## src/hdl/pwm_input_capture_measure_defines.svh

```systemverilog
// Assertion helpers shared by the measurement block.
// Each helper samples on the rising edge of clk and is switched off while rst is high.
`ifndef PWM_INPUT_CAPTURE_MEASURE_DEFINES_SVH
`define PWM_INPUT_CAPTURE_MEASURE_DEFINES_SVH

// Same-cycle implication.
`define PWMCAP_ASSERT_NOW(lbl, ante, cons, msg) \
  lbl: assert property (@(posedge clk) disable iff (rst) (ante) |-> (cons)) \
    else $error(msg);

// Next-cycle implication.
`define PWMCAP_ASSERT_NEXT(lbl, ante, cons, msg) \
  lbl: assert property (@(posedge clk) disable iff (rst) (ante) |=> (cons)) \
    else $error(msg);

`endif

```

## src/hdl/pwmcap_pkg.sv

```systemverilog
`timescale 1ns / 1ps

package pwmcap_pkg;

  // Field widths.
  localparam int CNT_W     = 16;
  localparam int TICK_W    = 27;
  localparam int FREQ_W    = 26;
  localparam int DUTY_W    = 14;
  localparam int PERIOD_W  = CNT_W + 1;
  // The dividend is wide enough for both the tick rate and the scaled high span.
  localparam int DIVD_W    = 30;
  localparam int DIV_CNT_W = 5;
  localparam int FREQ_PAD  = DIVD_W - TICK_W;

  localparam logic [TICK_W-1:0]    TICK_RATE_RESET = 27'd1000000;
  localparam logic [FREQ_W-1:0]    FREQ_MAX        = {FREQ_W{1'b1}};
  localparam logic [DUTY_W-1:0]    DUTY_SCALE      = 14'd10000;
  localparam logic [DIV_CNT_W-1:0] FREQ_STEPS      = 5'd27;
  localparam logic [DIV_CNT_W-1:0] DUTY_STEPS      = 5'd30;

  // Request to the shared divider.
  typedef struct packed {
    logic                 start;
    logic [DIVD_W-1:0]    dividend;
    logic [PERIOD_W-1:0]  divisor;
    logic [DIV_CNT_W-1:0] steps;
  } div_cmd_t;

  // Divider status and result.
  typedef struct packed {
    logic              busy;
    logic              done;
    logic [DIVD_W-1:0] quotient;
  } div_stat_t;

endpackage

```

## src/hdl/pwmcap_div.sv

```systemverilog
`timescale 1ns / 1ps

module pwmcap_div (
  input  logic                  clk,
  input  logic                  rst,
  input  pwmcap_pkg::div_cmd_t  cmd,
  output pwmcap_pkg::div_stat_t stat
);
  import pwmcap_pkg::*;

  logic                 busy;
  logic                 done;
  logic [DIV_CNT_W-1:0] cnt;
  logic [DIVD_W-1:0]    dvd;
  logic [PERIOD_W-1:0]  rem;
  logic [PERIOD_W-1:0]  divisor;
  logic [PERIOD_W:0]    trial;
  logic [PERIOD_W:0]    diff;
  logic                 fits;

  // One restoring step: bring in the next dividend bit and try a subtract.
  always_comb begin
    trial = {rem, dvd[DIVD_W-1]};
    diff  = trial - {1'b0, divisor};
    fits  = (trial >= {1'b0, divisor});
  end

  // Step sequencing; done pulses for one cycle after the last step.
  always_ff @(posedge clk) begin
    if (rst) begin
      busy <= 1'b0;
      done <= 1'b0;
      cnt  <= '0;
    end else if (cmd.start) begin
      busy <= 1'b1;
      done <= 1'b0;
      cnt  <= cmd.steps;
    end else begin
      done <= busy && (cnt == DIV_CNT_W'(1));
      if (busy) begin
        cnt <= cnt - DIV_CNT_W'(1);
        if (cnt == DIV_CNT_W'(1)) begin
          busy <= 1'b0;
        end
      end
    end
  end

  // Remainder and quotient shift register; quotient bits enter at the bottom.
  always_ff @(posedge clk) begin
    if (cmd.start) begin
      dvd     <= cmd.dividend;
      rem     <= '0;
      divisor <= cmd.divisor;
    end else if (busy) begin
      rem <= fits ? diff[PERIOD_W-1:0] : trial[PERIOD_W-1:0];
      dvd <= {dvd[DIVD_W-2:0], fits};
    end
  end

  assign stat.busy     = busy;
  assign stat.done     = done;
  assign stat.quotient = dvd;

endmodule

```

## src/hdl/pwm_input_capture_measure.sv

```systemverilog
// PWM input capture measurement. Each beat on the input carries a 16-bit capture
// timestamp and the channel that latched it; per channel the edges run rise, fall,
// next rise, and that closing rise yields one result beat with the high and low spans
// (modulo 65536), frequency = tick_rate / period (truncated, saturating at 26 bits)
// and duty in hundredths of a percent (truncated). Equal timestamps give a zero span
// and set span_error, which zeroes frequency and duty for that period. An edge that
// does not complete a period, or names a channel beyond NUM_CHANNELS, is taken without
// stalling the input. A completing edge holds off input until its result is loaded:
// S_MUL forms the scaled high span, then a single restoring divider, one quotient bit
// per cycle, runs 27 steps for frequency and 30 steps for duty, each quotient taken
// when the divider signals done, S_DUTY_GO starts the duty division, and S_HOLD loads
// the output register; a span error skips both divisions. A finished result may
// wait on out_ready while further edges are taken; a second completed period then
// waits in the sequencer until the output register frees up. tick_rate resets to
// 1000000 and is written whenever cfg_wr_en is high.
`timescale 1ns / 1ps
`include "pwm_input_capture_measure_defines.svh"

module pwm_input_capture_measure #(
  parameter int NUM_CHANNELS = 2
) (
  input  logic                           clk,
  input  logic                           rst,
  input  logic                           cfg_wr_en,
  input  logic [pwmcap_pkg::TICK_W-1:0]  cfg_wr_data,
  input  logic                           in_valid,
  output logic                           in_ready,
  input  logic                           channel,
  input  logic [pwmcap_pkg::CNT_W-1:0]   capture_time,
  output logic                           out_valid,
  input  logic                           out_ready,
  output logic                           result_channel,
  output logic [pwmcap_pkg::CNT_W-1:0]   high_ticks,
  output logic [pwmcap_pkg::CNT_W-1:0]   low_ticks,
  output logic [pwmcap_pkg::FREQ_W-1:0]  frequency,
  output logic [pwmcap_pkg::DUTY_W-1:0]  duty_hundredths,
  output logic                           span_error
);
  import pwmcap_pkg::*;

  localparam int CH_W = (NUM_CHANNELS > 1) ? $clog2(NUM_CHANNELS) : 1;

  // Per-channel edge phase.
  localparam logic [1:0] PH_RISE = 2'd0;
  localparam logic [1:0] PH_FALL = 2'd1;
  localparam logic [1:0] PH_NEXT = 2'd2;

  // Sequencer states.
  localparam logic [2:0] S_IDLE    = 3'd0;
  localparam logic [2:0] S_MUL     = 3'd1;
  localparam logic [2:0] S_FREQ    = 3'd2;
  localparam logic [2:0] S_DUTY_GO = 3'd3;
  localparam logic [2:0] S_DUTY    = 3'd4;
  localparam logic [2:0] S_HOLD    = 3'd5;

  logic [TICK_W-1:0]   tick_rate;
  logic [2:0]          state;

  logic [1:0]          phase      [NUM_CHANNELS];
  logic                error_seen [NUM_CHANNELS];
  logic [CNT_W-1:0]    last_stamp [NUM_CHANNELS];
  logic [CNT_W-1:0]    high_span  [NUM_CHANNELS];

  logic                accept;
  logic                ch_ok;
  logic [CH_W-1:0]     ch_idx;
  logic [1:0]          cur_phase;
  logic [CNT_W-1:0]    span;
  logic                same;
  logic                load_out;

  logic                w_ch;
  logic [CNT_W-1:0]    w_high;
  logic [CNT_W-1:0]    w_low;
  logic [PERIOD_W-1:0] w_period;
  logic                w_err;
  logic [DIVD_W-1:0]   prod;
  logic [FREQ_W-1:0]   r_freq;
  logic [DUTY_W-1:0]   r_duty;

  div_cmd_t            div_cmd;
  div_stat_t           div_stat;

  // Configuration register.
  always_ff @(posedge clk) begin
    if (rst) begin
      tick_rate <= TICK_RATE_RESET;
    end else if (cfg_wr_en) begin
      tick_rate <= cfg_wr_data;
    end
  end

  // Input beat decode against the addressed channel.
  assign in_ready = (state == S_IDLE);
  assign accept   = in_valid && in_ready;
  assign ch_ok    = (32'(channel) < NUM_CHANNELS);
  assign ch_idx   = CH_W'(channel);
  assign cur_phase = phase[ch_idx];
  assign span     = capture_time - last_stamp[ch_idx];
  assign same     = (capture_time == last_stamp[ch_idx]);

  // Phase and sticky error per channel.
  always_ff @(posedge clk) begin
    if (rst) begin
      for (int i = 0; i < NUM_CHANNELS; i++) begin
        phase[i]      <= PH_RISE;
        error_seen[i] <= 1'b0;
      end
    end else if (accept && ch_ok) begin
      case (cur_phase)
        PH_FALL: begin
          phase[ch_idx]      <= PH_NEXT;
          error_seen[ch_idx] <= error_seen[ch_idx] | same;
        end
        PH_NEXT: begin
          phase[ch_idx]      <= PH_RISE;
          error_seen[ch_idx] <= error_seen[ch_idx] | same;
        end
        default: begin
          phase[ch_idx]      <= PH_FALL;
          error_seen[ch_idx] <= 1'b0;
        end
      endcase
    end
  end

  // Timestamps and high span per channel.
  always_ff @(posedge clk) begin
    if (accept && ch_ok) begin
      last_stamp[ch_idx] <= capture_time;
      if (cur_phase == PH_FALL) begin
        high_span[ch_idx] <= span;
      end
    end
  end

  // Working copy of a completed period.
  always_ff @(posedge clk) begin
    if (accept && ch_ok && (cur_phase == PH_NEXT)) begin
      w_ch     <= channel;
      w_high   <= high_span[ch_idx];
      w_low    <= span;
      w_period <= PERIOD_W'(high_span[ch_idx]) + PERIOD_W'(span);
      w_err    <= error_seen[ch_idx] | same;
    end
  end

  // Divider requests: frequency first, then duty from the scaled high span.
  always_comb begin
    div_cmd.start    = 1'b0;
    div_cmd.dividend = {tick_rate, {FREQ_PAD{1'b0}}};
    div_cmd.divisor  = w_period;
    div_cmd.steps    = FREQ_STEPS;
    case (state)
      S_MUL: begin
        div_cmd.start = !w_err;
      end
      S_DUTY_GO: begin
        div_cmd.start    = 1'b1;
        div_cmd.dividend = prod;
        div_cmd.steps    = DUTY_STEPS;
      end
      default: begin
        div_cmd.start = 1'b0;
      end
    endcase
  end

  pwmcap_div u_div (
    .clk  (clk),
    .rst  (rst),
    .cmd  (div_cmd),
    .stat (div_stat)
  );

  // Sequencer.
  always_ff @(posedge clk) begin
    if (rst) begin
      state <= S_IDLE;
    end else begin
      case (state)
        S_IDLE: begin
          if (accept && ch_ok && (cur_phase == PH_NEXT)) begin
            state <= S_MUL;
          end
        end
        S_MUL: begin
          state <= w_err ? S_HOLD : S_FREQ;
        end
        S_FREQ: begin
          if (div_stat.done) begin
            state <= S_DUTY_GO;
          end
        end
        S_DUTY_GO: begin
          state <= S_DUTY;
        end
        S_DUTY: begin
          if (div_stat.done) begin
            state <= S_HOLD;
          end
        end
        S_HOLD: begin
          if (load_out) begin
            state <= S_IDLE;
          end
        end
        default: begin
          state <= S_IDLE;
        end
      endcase
    end
  end

  // Arithmetic results; an errored period reports zero frequency and duty.
  always_ff @(posedge clk) begin
    if (state == S_MUL) begin
      prod <= DIVD_W'(w_high) * DIVD_W'(DUTY_SCALE);
      if (w_err) begin
        r_freq <= '0;
        r_duty <= '0;
      end
    end
    if ((state == S_FREQ) && div_stat.done) begin
      r_freq <= div_stat.quotient[TICK_W-1] ? FREQ_MAX : div_stat.quotient[FREQ_W-1:0];
    end
    if ((state == S_DUTY) && div_stat.done) begin
      r_duty <= div_stat.quotient[DUTY_W-1:0];
    end
  end

  // Output register.
  assign load_out = (state == S_HOLD) && (!out_valid || out_ready);

  always_ff @(posedge clk) begin
    if (rst) begin
      out_valid <= 1'b0;
    end else if (load_out) begin
      out_valid <= 1'b1;
    end else if (out_ready) begin
      out_valid <= 1'b0;
    end
  end

  always_ff @(posedge clk) begin
    if (load_out) begin
      result_channel  <= w_ch;
      high_ticks      <= w_high;
      low_ticks       <= w_low;
      frequency       <= r_freq;
      duty_hundredths <= r_duty;
      span_error      <= w_err;
    end
  end

  // Checks.
  `PWMCAP_ASSERT_NOW(a_idle_div_free, in_ready, !div_stat.busy,
    "divider busy while input is open")
  `PWMCAP_ASSERT_NOW(a_done_in_wait, div_stat.done, (state == S_FREQ) || (state == S_DUTY),
    "divider finished outside a wait state")
  `PWMCAP_ASSERT_NEXT(a_period_blocks, accept && ch_ok && (cur_phase == PH_NEXT), !in_ready,
    "completed period did not stall the input")
  `PWMCAP_ASSERT_NOW(a_err_zeroes, out_valid && span_error,
    (frequency == '0) && (duty_hundredths == '0), "errored result has nonzero values")
  `PWMCAP_ASSERT_NOW(a_duty_range, out_valid, duty_hundredths <= DUTY_SCALE,
    "duty above full scale")

endmodule
```

## config.mk

```make
export PLATFORM = sky130hd
export DESIGN_NAME = pwm_input_capture_measure
export DESIGN_NICKNAME = d
export VERILOG_FILES = /design/src/hdl/pwmcap_pkg.sv /design/src/hdl/pwmcap_div.sv /design/src/hdl/pwm_input_capture_measure.sv
export VERILOG_INCLUDE_DIRS = /design/src /design/src/hdl
export SDC_FILE = /design/constraint.sdc
export NUM_CORES = 1
export LEC_CHECK = 0
export BUFFER_PORTS_ARGS = -buffer_cell sky130_fd_sc_hd__buf_4
export CAP_MARGIN = 15
export CORE_ASPECT_RATIO = 0.8
export CORE_UTILIZATION = 60
export DETAILED_ROUTE_END_ITERATION = 10
export GPL_TIMING_DRIVEN = 0
export PLACE_DENSITY = 0.84
export SKIP_LAST_GASP = 1
export SLEW_MARGIN = 5
export SYNTH_ARGS = -nofsm -noshare
export SYNTH_HDL_FRONTEND = slang
export SYNTH_SLANG_ARGS = --single-unit
```

## constraint.sdc

```tcl
create_clock -name clk -period 5.9 [get_ports clk]
set_clock_uncertainty 0.15 [all_clocks]
set_input_delay 0.59 -clock clk [delete_from_list [all_inputs] [get_ports clk]]
set_output_delay 0.59 -clock clk [all_outputs]
set_load 0.005 [all_outputs]
```

==> results.json, run 1 <==
{
  "crit_fanout": 10,
  "clockBufferDepth": 3,
  "drive_gt1_frac": 0.1455,
  "power_density_mw_per_mm2": 439.2,
  "crit_end": "w_period[16]$_DFFE_PP_",
  "htreeDepth": 2,
  "slew_headroom": 0.3016,
  "r2r_end": "prod[29]$_DFFE_PP_",
  "rrSetupSlack_ps": 660,
  "first_iter_violations": 1109,
  "synth_top_area_frac": 0.5157,
  "maxSlewViolCount": 0,
  "timing.rr.start": "w_high[4]$_DFFE_PP_",
  "holdCritPathClass": "in2reg",
  "synth_area_leaders": "edfxtp_1 (52%), ha_1 (8.5%), dfxtp_1 (6.1%)",
  "num_rows": 56,
  "cp_data_arrival_time_ps": 5400,
  "clk-insertion-delay-late_ps": 530,
  "antenna_found_initial": 0,
  "dp_slack_ps": 244.5,
  "critical_path.startpoint_type": "primary input",
  "setup_viol": 0,
  "synth_edf_count": 308,
  "holdBufCountCts": 0,
  "synthCells": 1401,
  "layout_common_cells": "edfxtp_1 (308), inv_1 (163), buf_4 (125), ha_1 (122), nor2_1 (73)",
  "path_clk_slew_ps": 60,
  "layout.nets": 1778,
  "routabilityCongestion": 0.8898,
  "synth_flop_cell": "edfxtp_1",
  "synth.distinct_cells": 73,
  "port_buffers": 124,
  "die_area_mm2": 0.03059,
  "areaGrowthSynthToFinish_pct": 14.59,
  "final_cell_area_mm2": 0.02055,
  "ys_seq_area_frac": 0.5771,
  "fin_crit_sh": 0.8913,
  "vdd_drop_max_v": 0.0002847,
  "path_cells": "buf_4 > clkbuf_1 > clkbuf_1 > mux2_2 > ha_1 > fa_1 > nor2b_1 > o31a_1 > o211ai_1 > nand2_1 > a41oi_1 > xnor2_1 > ha_1 > or3_1 > o21ai_0 > a21oi_1 > a31o_2 > a31o_2",
  "status": "finished clean",
  "final_common_cell": "edfxtp_1",
  "cp.required_ps": 6040,
  "critPathSlowestCell": "clkbuf_1",
  "tns_ps": 0,
  "period_needed_ps": 5259,
  "worstSetupStartpoint": "channel",
  "firstDrtPassIters": 10,
  "yosysWarnings": 0,
  "synth_area_mm2": 0.01793,
  "overflow": 0,
  "postCtsResizedCells": 0,
  "r2r_cells": 18,
  "path_class": "in2reg",
  "core-area_mm2": 0.02936,
  "die_w_um": 195.3,
  "max_freq_ghz": 0.1902,
  "grt_pass1_wl_mm": 60.44,
  "max_stage_delay_ps": 610,
  "grt_usage": 0.2557,
  "vias": 11760,
  "synthArstFlopShare": 0,
  "post-cts-setup-buffer-count": 0,
  "rsz0062_at_grt": "no",
  "total_power_mw": 9.026,
  "num_antenna_cells": 0,
  "yosys.area.top_type": "edfxtp_1",
  "wl_mm": 38.65,
  "wire_per_inst_um": 19.61,
  "grt_max_degree": 41,
  "die_h_um": 156.6,
  "viasPerCell": 5.969,
  "p_leak_nw": 8.336,
  "worstMarginPinSlew_ps": 1048,
  "initial_core_util": 0.6109,
  "dpl_cell_area_mm2": 0.01948,
  "setup_ws_ps": 641.4,
  "syn-num-nets": 1610,
  "max_cap_viol_count": 0,
  "io_pins": 125,
  "hold_ws_ps": 98.13,
  "grt_pass1_vias": 11450,
  "clkSinkCount": 363,
  "numCtsBuffers": 35,
  "cts_tree": "yes",
  "avgSynthCellArea_um2": 12.80,
  "cts_root_buf": "clkbuf_16",
  "drcViolationCount": 0,
  "endpoint_kind": "register",
  "hold_viol": 0,
  "synth_seq_cells": 363,
  "post-dp-hpwl_mm": 27.94,
  "detail-route-antenna-nets": 0
}
## final cells by class
| cell class | count | area [um2] |
|---|---|---|
| multi-input cells | 831 | 6804 |
| plain buffers | 44 | 182.7 |
| well taps | 377 | 471.7 |
| fillers | 1877 | 8807 |
| clock buffers | 42 | 933.4 |
| repair buffers | 131 | 1084 |
| inverters | 163 | 611.8 |
| flip-flops and latches | 363 | 10350 |
| clock inverters | 20 | 113.9 |
## power by group
part | internal (mW) | switching [mW]
Clock | 1.13 | 0.936
Combinational | 1.35 | 2.05
Sequential | 3.35 | 0.203
Total | 5.84 | 3.19
## cells in the mapped netlist, types with 13 or more instances
library cell,n
a222oi_1,26
nor2_1,75
a21o_1,19
and2_1,21
a211oi_1,15
nor2b_1,13
ha_1,122
dfxtp_1,55
o21ai_0,50
xor2_1,15
mux2_2,18
nand2_1,49
nand3_1,22
edfxtp_1,308
inv_1,163
xnor2_1,35
a21oi_1,62
fa_1,38
o21a_1,37
mux2i_1,44
clkbuf_1,32
nor3_1,24
## flip-flops by register name (all words and copies together), names as in the netlist, 17 cells and up
name	flops
tick_rate	27
u_div.dvd	30
r_freq	26
u_div.rem	17
w_period	17
prod	26
frequency	26
u_div.divisor	17
last_stamp	32
high_span	32
## kinds of logic after synthesis
group,Yosys count,share of synthesized area
xor gates and xnor gates,50,0.02442
and+or+nand+nor,269,0.07563
DFF,363,0.5771
adders and majority gates,160,0.1275
muxes,63,0.03649
AOI/OAI and AO/OA,289,0.1146
buffers and inverters,207,0.04430
## through the flow
| stage | cells | util |
|---|---|---|
| floorplan | 1401 | - |
| finish | 1971 | 0.7000 |
| global placement | 1902 | 0.6587 |
| CTS | 1970 | 0.6991 |
| detailed placement | 1908 | 0.6634 |
| global route | 1971 | 0.7000 |
## critical path: cells and delay by family
kind                     cells  cell delay (ps)
AO/OA/AOI/OAI                7             1240
buffers and inverters        3             1040
adder cells (fa/ha/maj)      3             1010
AND/OR/NAND/NOR              3              720
multiplexers                 1              410
XOR/XNOR                     1              380
## worst min path at each step
stage / startpoint / end / slack, ps / cells after the start
final: channel / w_ch$_DFFE_PP_ / 100 / 1
after floorplan: r_duty[0]$_SDFFCE_PN0P_ / duty_hundredths[0]$_DFFE_PP_ / 250 / 0
after CTS: channel / w_ch$_DFFE_PP_ / 80 / 1
after detailed placement: r_duty[7]$_SDFFCE_PN0P_ / duty_hundredths[7]$_DFFE_PP_ / 250 / 0
after global routing: channel / w_ch$_DFFE_PP_ / 90 / 1
after global placement: w_period[0]$_DFFE_PP_ / u_div.divisor[0]$_DFFE_PP_ / 250 / 0
## per-layer routing
metal / global-route usage / wire [um] / vias up
met5: 0 / 0 / -
met4: 0.08774 / 1034 / 0
met3: 0.04116 / 3168 / 77
met2: 0.4007 / 17540 / 518
met1: 0.3650 / 16910 / 5679
li1: - / - / 5490
No activity file was read; power rests on OpenSTA's default activity.
==> run 2: changes to the inputs <==
Settings changed: ABC_AREA from default to 1.
==> run 2 against run 1 <==
Compared with the run above: synthesized area grew 1.9%; critical path type unchanged; sequential cell count unchanged; highest routed layer unchanged; die area is 1.9% higher; sequential power rose by 3%; first-iteration DRC count up 22%; synthesized cell count is 22% higher; sequential share of layout area fell by 1.2 points.
==> results.json, run 2 <==
{
  "status": "finished clean",
  "wl_mm": 40.34,
  "synthArstFlopShare": 0,
  "vdd_drop_max_v": 0.0003396,
  "period_needed_ps": 4922,
  "layout_common_cells": "nand2_1 (357), edfxtp_1 (308), inv_1 (260), buf_4 (125), ha_1 (122)",
  "firstDrtPassIters": 6,
  "synth_seq_cells": 363,
  "critical_path.startpoint_type": "primary input",
  "ys_seq_area_frac": 0.5663,
  "holdCritPathClass": "in2reg",
  "routabilityCongestion": 0.9614,
  "crit_fanout": 10,
  "yosysMostFrequentCell": "nand2_1",
  "fin_crit_sh": 0.8342,
  "post-dp-hpwl_mm": 29.90,
  "avgSynthCellArea_um2": 10.65,
  "drive_gt1_frac": 0.1267,
  "synth.distinct_cells": 48,
  "die_h_um": 158.1,
  "rsz0062_at_grt": "no",
  "slew_headroom": 0.3029,
  "final_common_cell": "nand2_1",
  "hold_viol": 0,
  "vias": 12820,
  "setup_viol": 0,
  "ys_top_cells_by_count": "nand2_1 (357), edfxtp_1 (308), inv_1 (260)",
  "grt_pass1_wl_mm": 63.57,
  "cts_root_buf": "clkbuf_16",
  "io_pins": 125,
  "hold_ws_ps": 98.01,
  "syn-num-nets": 1925,
  "grt_max_degree": 40,
  "path_clk_slew_ps": 60,
  "path_class": "in2reg",
  "initial_core_util": 0.6166,
  "synth_area_mm2": 0.01828,
  "postCtsResizedCells": 0,
  "synth_flop_cell": "edfxtp_1",
  "holdBufCountCts": 0,
  "synth_top_area_frac": 0.5061,
  "max_freq_ghz": 0.2032,
  "yosysWarnings": 0,
  "maxSlewViolCount": 0,
  "grt_pass1_vias": 12290,
  "endpoint_kind": "register",
  "rrSetupSlack_ps": 1040,
  "synth_edf_count": 308,
  "final_util": 0.7100,
  "die_area_mm2": 0.03117,
  "antenna_found_initial": 0,
  "die_w_um": 197.1,
  "overflow": 0,
  "core-area_mm2": 0.02964,
  "first_iter_violations": 1352,
  "p_leak_nw": 9.228,
  "layout.nets": 2092,
  "synthCells": 1716,
  "port_buffers": 122,
  "yosys.area.top_type": "edfxtp_1",
  "power_density_mw_per_mm2": 486.0,
  "max_cap_viol_count": 0,
  "cp_data_arrival_time_ps": 5030,
  "clkSinkCount": 363,
  "htreeDepth": 2,
  "drcViolationCount": 0,
  "post-cts-setup-buffer-count": 0,
  "synth_area_leaders": "edfxtp_1 (51%), ha_1 (8.4%), nand2_1 (7.3%)",
  "clk-insertion-delay-late_ps": 540,
  "wire_per_inst_um": 17.42,
  "worstMarginPinSlew_ps": 1043,
  "reg_top3": "high_span (32), last_stamp (32), u_div.dvd (30)",
  "viasPerCell": 5.536,
  "clockBufferDepth": 3,
  "num_antenna_cells": 0,
  "numCtsBuffers": 35,
  "cts_tree": "yes",
  "grt_usage": 0.2651,
  "num_rows": 56,
  "areaGrowthSynthToFinish_pct": 15.14,
  "detail-route-antenna-nets": 0,
  "cp.required_ps": 6010
}
-- run 2: through the flow --
step | setup WS (ps) | std cells | power (mW) | area, um2 | setup TNS (ps)
final | 978.3 | 2316 | 10.23 | 21040 | 0
after global routing | 756.2 | 2316 | 10.86 | 21040 | 0
after CTS | 1084 | 2316 | 10.19 | 21040 | 0
after detailed placement | 632.0 | 2252 | 7.880 | 19860 | 0
after global placement | -78.29 | 2244 | 7.708 | 19700 | -4614
after floorplan | 1438 | 1716 | 6.689 | 18280 | 0
-- run 2: worst paths after layout --
| check | startpoint | end | cells after the start |
|---|---|---|---|
| worst min-delay path | channel | w_ch$_DFFE_PP_ | 1 |
| worst max register to register | w_high[6]$_DFFE_PP_ | prod[25]$_DFFE_PP_ | 19 |
| worst min register to register | w_period[5]$_DFFE_PP_ | u_div.divisor[5]$_DFFE_PP_ | 0 |
| worst max-delay path | channel | w_period[14]$_DFFE_PP_ | 17 |
-- run 2: power by group --
part	total, mW	switching (mW)	internal (mW)
registers	3.68	0.169	3.51
logic	4.27	2.78	1.50
clock network	2.28	0.934	1.34
-- run 2: cell type report --
cell class,count,area (um2)
Multi-Input combinational cell,1053,6797
Inverter,267,1002
Sequential cell,363,10350
Clock buffer,51,1017
Timing Repair Buffer,130,1047
Buffer,33,158.9
Clock inverter,13,162.7
Fill cell,1956,8596
Tap cell,406,508.0
-- run 2: kinds of logic after synthesis --
logic type / Yosys count / share of synthesized area
adders and majority gates: 160 / 0.1251
and+or+nand+nor: 626 / 0.1485
DFF: 363 / 0.5663
AOI/OAI and AO/OA: 203 / 0.06490
xor gates and xnor gates: 50 / 0.02396
muxes: 14 / 0.007667
buffers and inverters: 300 / 0.06353
-- run 2: worst max-delay path: stages --
cell	delay (ps)
buf_4	80
buf_2	290
inv_2	150
clkbuf_1	280
buf_1	340
nand2_1	130
nand2_1	70
ha_1	210
fa_1	410
o21ai_0	470
xor2_1	510
ha_1	380
nand2_1	130
inv_1	60
a21boi_0	450
o21ai_0	280
xor2_1	190
-- run 2: layer usage --
metal | wire, um | global-route usage | vias to the layer above | part of all wire
li1 | - | - | 6097 | -
met1 | 17670 | 0.3614 | 6108 | 0.44
met2 | 18820 | 0.4405 | 539 | 0.47
met3 | 2957 | 0.04452 | 77 | 0.073
met4 | 897 | 0.07641 | 0 | 0.022
met5 | 0 | 0 | - | 0
==> run 3: changes to the inputs <==
Clock period 5.9 ns to 5 ns, I/O delays scaled along.
==> run 3 against run 2 <==
Compared with the run above: die area stayed put; sequential share of layout area hardly changed; worst hold slack worse by 81 ps; first-iteration DRC count is 4.2% lower; sequential power is 18% higher; largest power group unchanged.
==> results.json, run 3 (same netlist as run 2, synthesis figures left out) <==
{
  "firstDrtPassIters": 6,
  "port_buffers": 122,
  "max_cap_viol_count": 0,
  "layout_common_cells": "nand2_1 (357), edfxtp_1 (308), inv_1 (260), buf_4 (125), ha_1 (122)",
  "drcViolationCount": 0,
  "multi_input_area_mm2": 0.006800,
  "setup_ws_ps": 202.7,
  "post-dp-hpwl_mm": 29.90,
  "routabilityCongestion": 0.9614,
  "max_stage_delay_ps": 550,
  "holdCritPathClass": "in2reg",
  "grt_max_degree": 40,
  "hold_viol": 0,
  "hold_ws_ps": 17.18,
  "cts_tree": "yes",
  "dp_slack_ps": -178.0,
  "crit_top_cell": "inv_1",
  "final_common_cell": "nand2_1",
  "setup_viol": 0,
  "num_antenna_cells": 0,
  "clk-insertion-delay-late_ps": 530,
  "p_leak_nw": 9.233,
  "power_density_mw_per_mm2": 573.7,
  "layout.nets": 2093,
  "hold_start": "capture_time[5]",
  "slew_headroom": 0.3039,
  "grt_usage": 0.2651,
  "status": "finished clean",
  "post-cts-setup-buffer-count": 0,
  "wire_per_inst_um": 17.43,
  "cp_data_arrival_time_ps": 4960,
  "grt_pass1_wl_mm": 63.58,
  "grt_pass1_vias": 12290,
  "die_h_um": 158.1,
  "first_iter_violations": 1295,
  "timing.rr.start": "w_high[6]$_DFFE_PP_",
  "final_util": 0.7104,
  "crit_fanout": 4,
  "n_fill_cell": 1956,
  "rsz0062_at_grt": "yes",
  "critPathSlowestCell": "fa_1",
  "cts_root_buf": "clkbuf_16",
  "worstMarginPinSlew_ps": 1042,
  "worstSetupStartpoint": "w_high[6]$_DFFE_PP_",
  "detail-route-antenna-nets": 0,
  "wl_mm": 40.38,
  "drive_gt1_frac": 0.1272,
  "antenna_found_initial": 0,
  "path_clk_slew_ps": 60,
  "overflow": 0,
  "seq_area_mm2": 0.01035,
  "max_freq_ghz": 0.2085,
  "clkSinkCount": 363,
  "period_needed_ps": 4797,
  "htreeDepth": 2,
  "critical_path.startpoint_type": "register",
  "fin_crit_sh": 0.9595,
  "cp.required_ps": 5160,
  "core-area_mm2": 0.02964,
  "path_cells": "inv_1 > fa_1 > inv_1 > ha_1 > fa_1 > ha_1 > inv_1 > fa_1 > inv_1 > ha_1 > a21oi_1 > o21ai_0 > nand2_1 > nand2_1 > nand2_1 > nand3_1 > xor2_1",
  "path_class": "reg2reg",
  "numCtsBuffers": 35,
  "clockBufferDepth": 3,
  "maxSlewViolCount": 0,
  "io_pins": 125,
  "num_rows": 56,
  "viasPerCell": 5.565,
  "dpl_cell_area_mm2": 0.01986,
  "die_w_um": 197.1,
  "die_area_mm2": 0.03117,
  "areaGrowthSynthToFinish_pct": 15.21,
  "reg_top3": "high_span (32), last_stamp (32), u_div.dvd (30)",
  "vdd_drop_max_v": 0.0004007,
  "endpoint_kind": "register",
  "vias": 12890,
  "final_cell_area_mm2": 0.02106,
  "initial_core_util": 0.6166
}
-- run 3: cell count changes in the layout (fill, tap and decap cells not counted) --
cell,previous run,this run
a21boi_0,5,4
a21boi_2,0,1
dlygate4sd3_1,0,1
o21ai_0,54,53
o21ai_1,3,4
-- run 3: final timing paths --
path / slack [ps] / endpoint / depth (start not counted)
worst max-delay path: 200 / prod[28]$_DFFE_PP_ / 17
worst min-delay path: 20 / last_stamp[0][5]$_DFFE_PP_ / 1
worst max register to register: 200 / prod[28]$_DFFE_PP_ / 17
worst min register to register: 260 / u_div.divisor[5]$_DFFE_PP_ / 0
-- run 3: through the flow --
step / TNS (ps) / cells / power (mW)
after detailed placement: -709.0 / 2252 / 9.298
final: 0 / 2317 / 12.08
after CTS: 0 / 2317 / 12.03
after floorplan: 0 / 1716 / 7.893
after global placement: -88740 / 2244 / 9.096
after global routing: -1.748 / 2317 / 12.83
-- run 3: cell type report --
| class | instances | share of cell area |
|---|---|---|
| Clock buffer | 51 | 0.04831 |
| Timing Repair Buffer | 131 | 0.05021 |
| Buffer | 33 | 0.007546 |
| Multi-Input combinational cell | 1053 | 0.3230 |
| Inverter | 267 | 0.04760 |
| Tap cell | 406 | 0.02413 |
| Sequential cell | 363 | 0.4915 |
| Clock inverter | 13 | 0.007725 |
-- run 3: timing repair --
action,in CTS,in global routing
endpoints found under the setup margin,0,5
hold endpoints to repair,1,0
gates resized for setup,0,3
hold buffers,1,0
-- run 3: power breakdown --
| part | switching [mW] | internal (mW) |
|---|---|---|
| Sequential | 0.197 | 4.14 |
| Clock | 1.10 | 1.58 |
| Combinational | 3.28 | 1.77 |
| Total | 4.58 | 7.50 |
-- run 3: worst max-delay path, delay by kind of cell, from the launching register on --
family,cells,cell delay (ps)
buf+inv,4,330
compound gates,2,490
xor+xnor,1,320
flops,1,530
simple gates,4,320
fa+ha+maj,6,2450
-- run 3: per-layer routing --
metal	share of wire	GRT usage	vias to the layer above
met1	0.43	0.3615	6137
met3	0.082	0.04452	82
met5	0	0	-
met2	0.47	0.4405	585
met4	0.022	0.07641	0
li1	-	-	6089
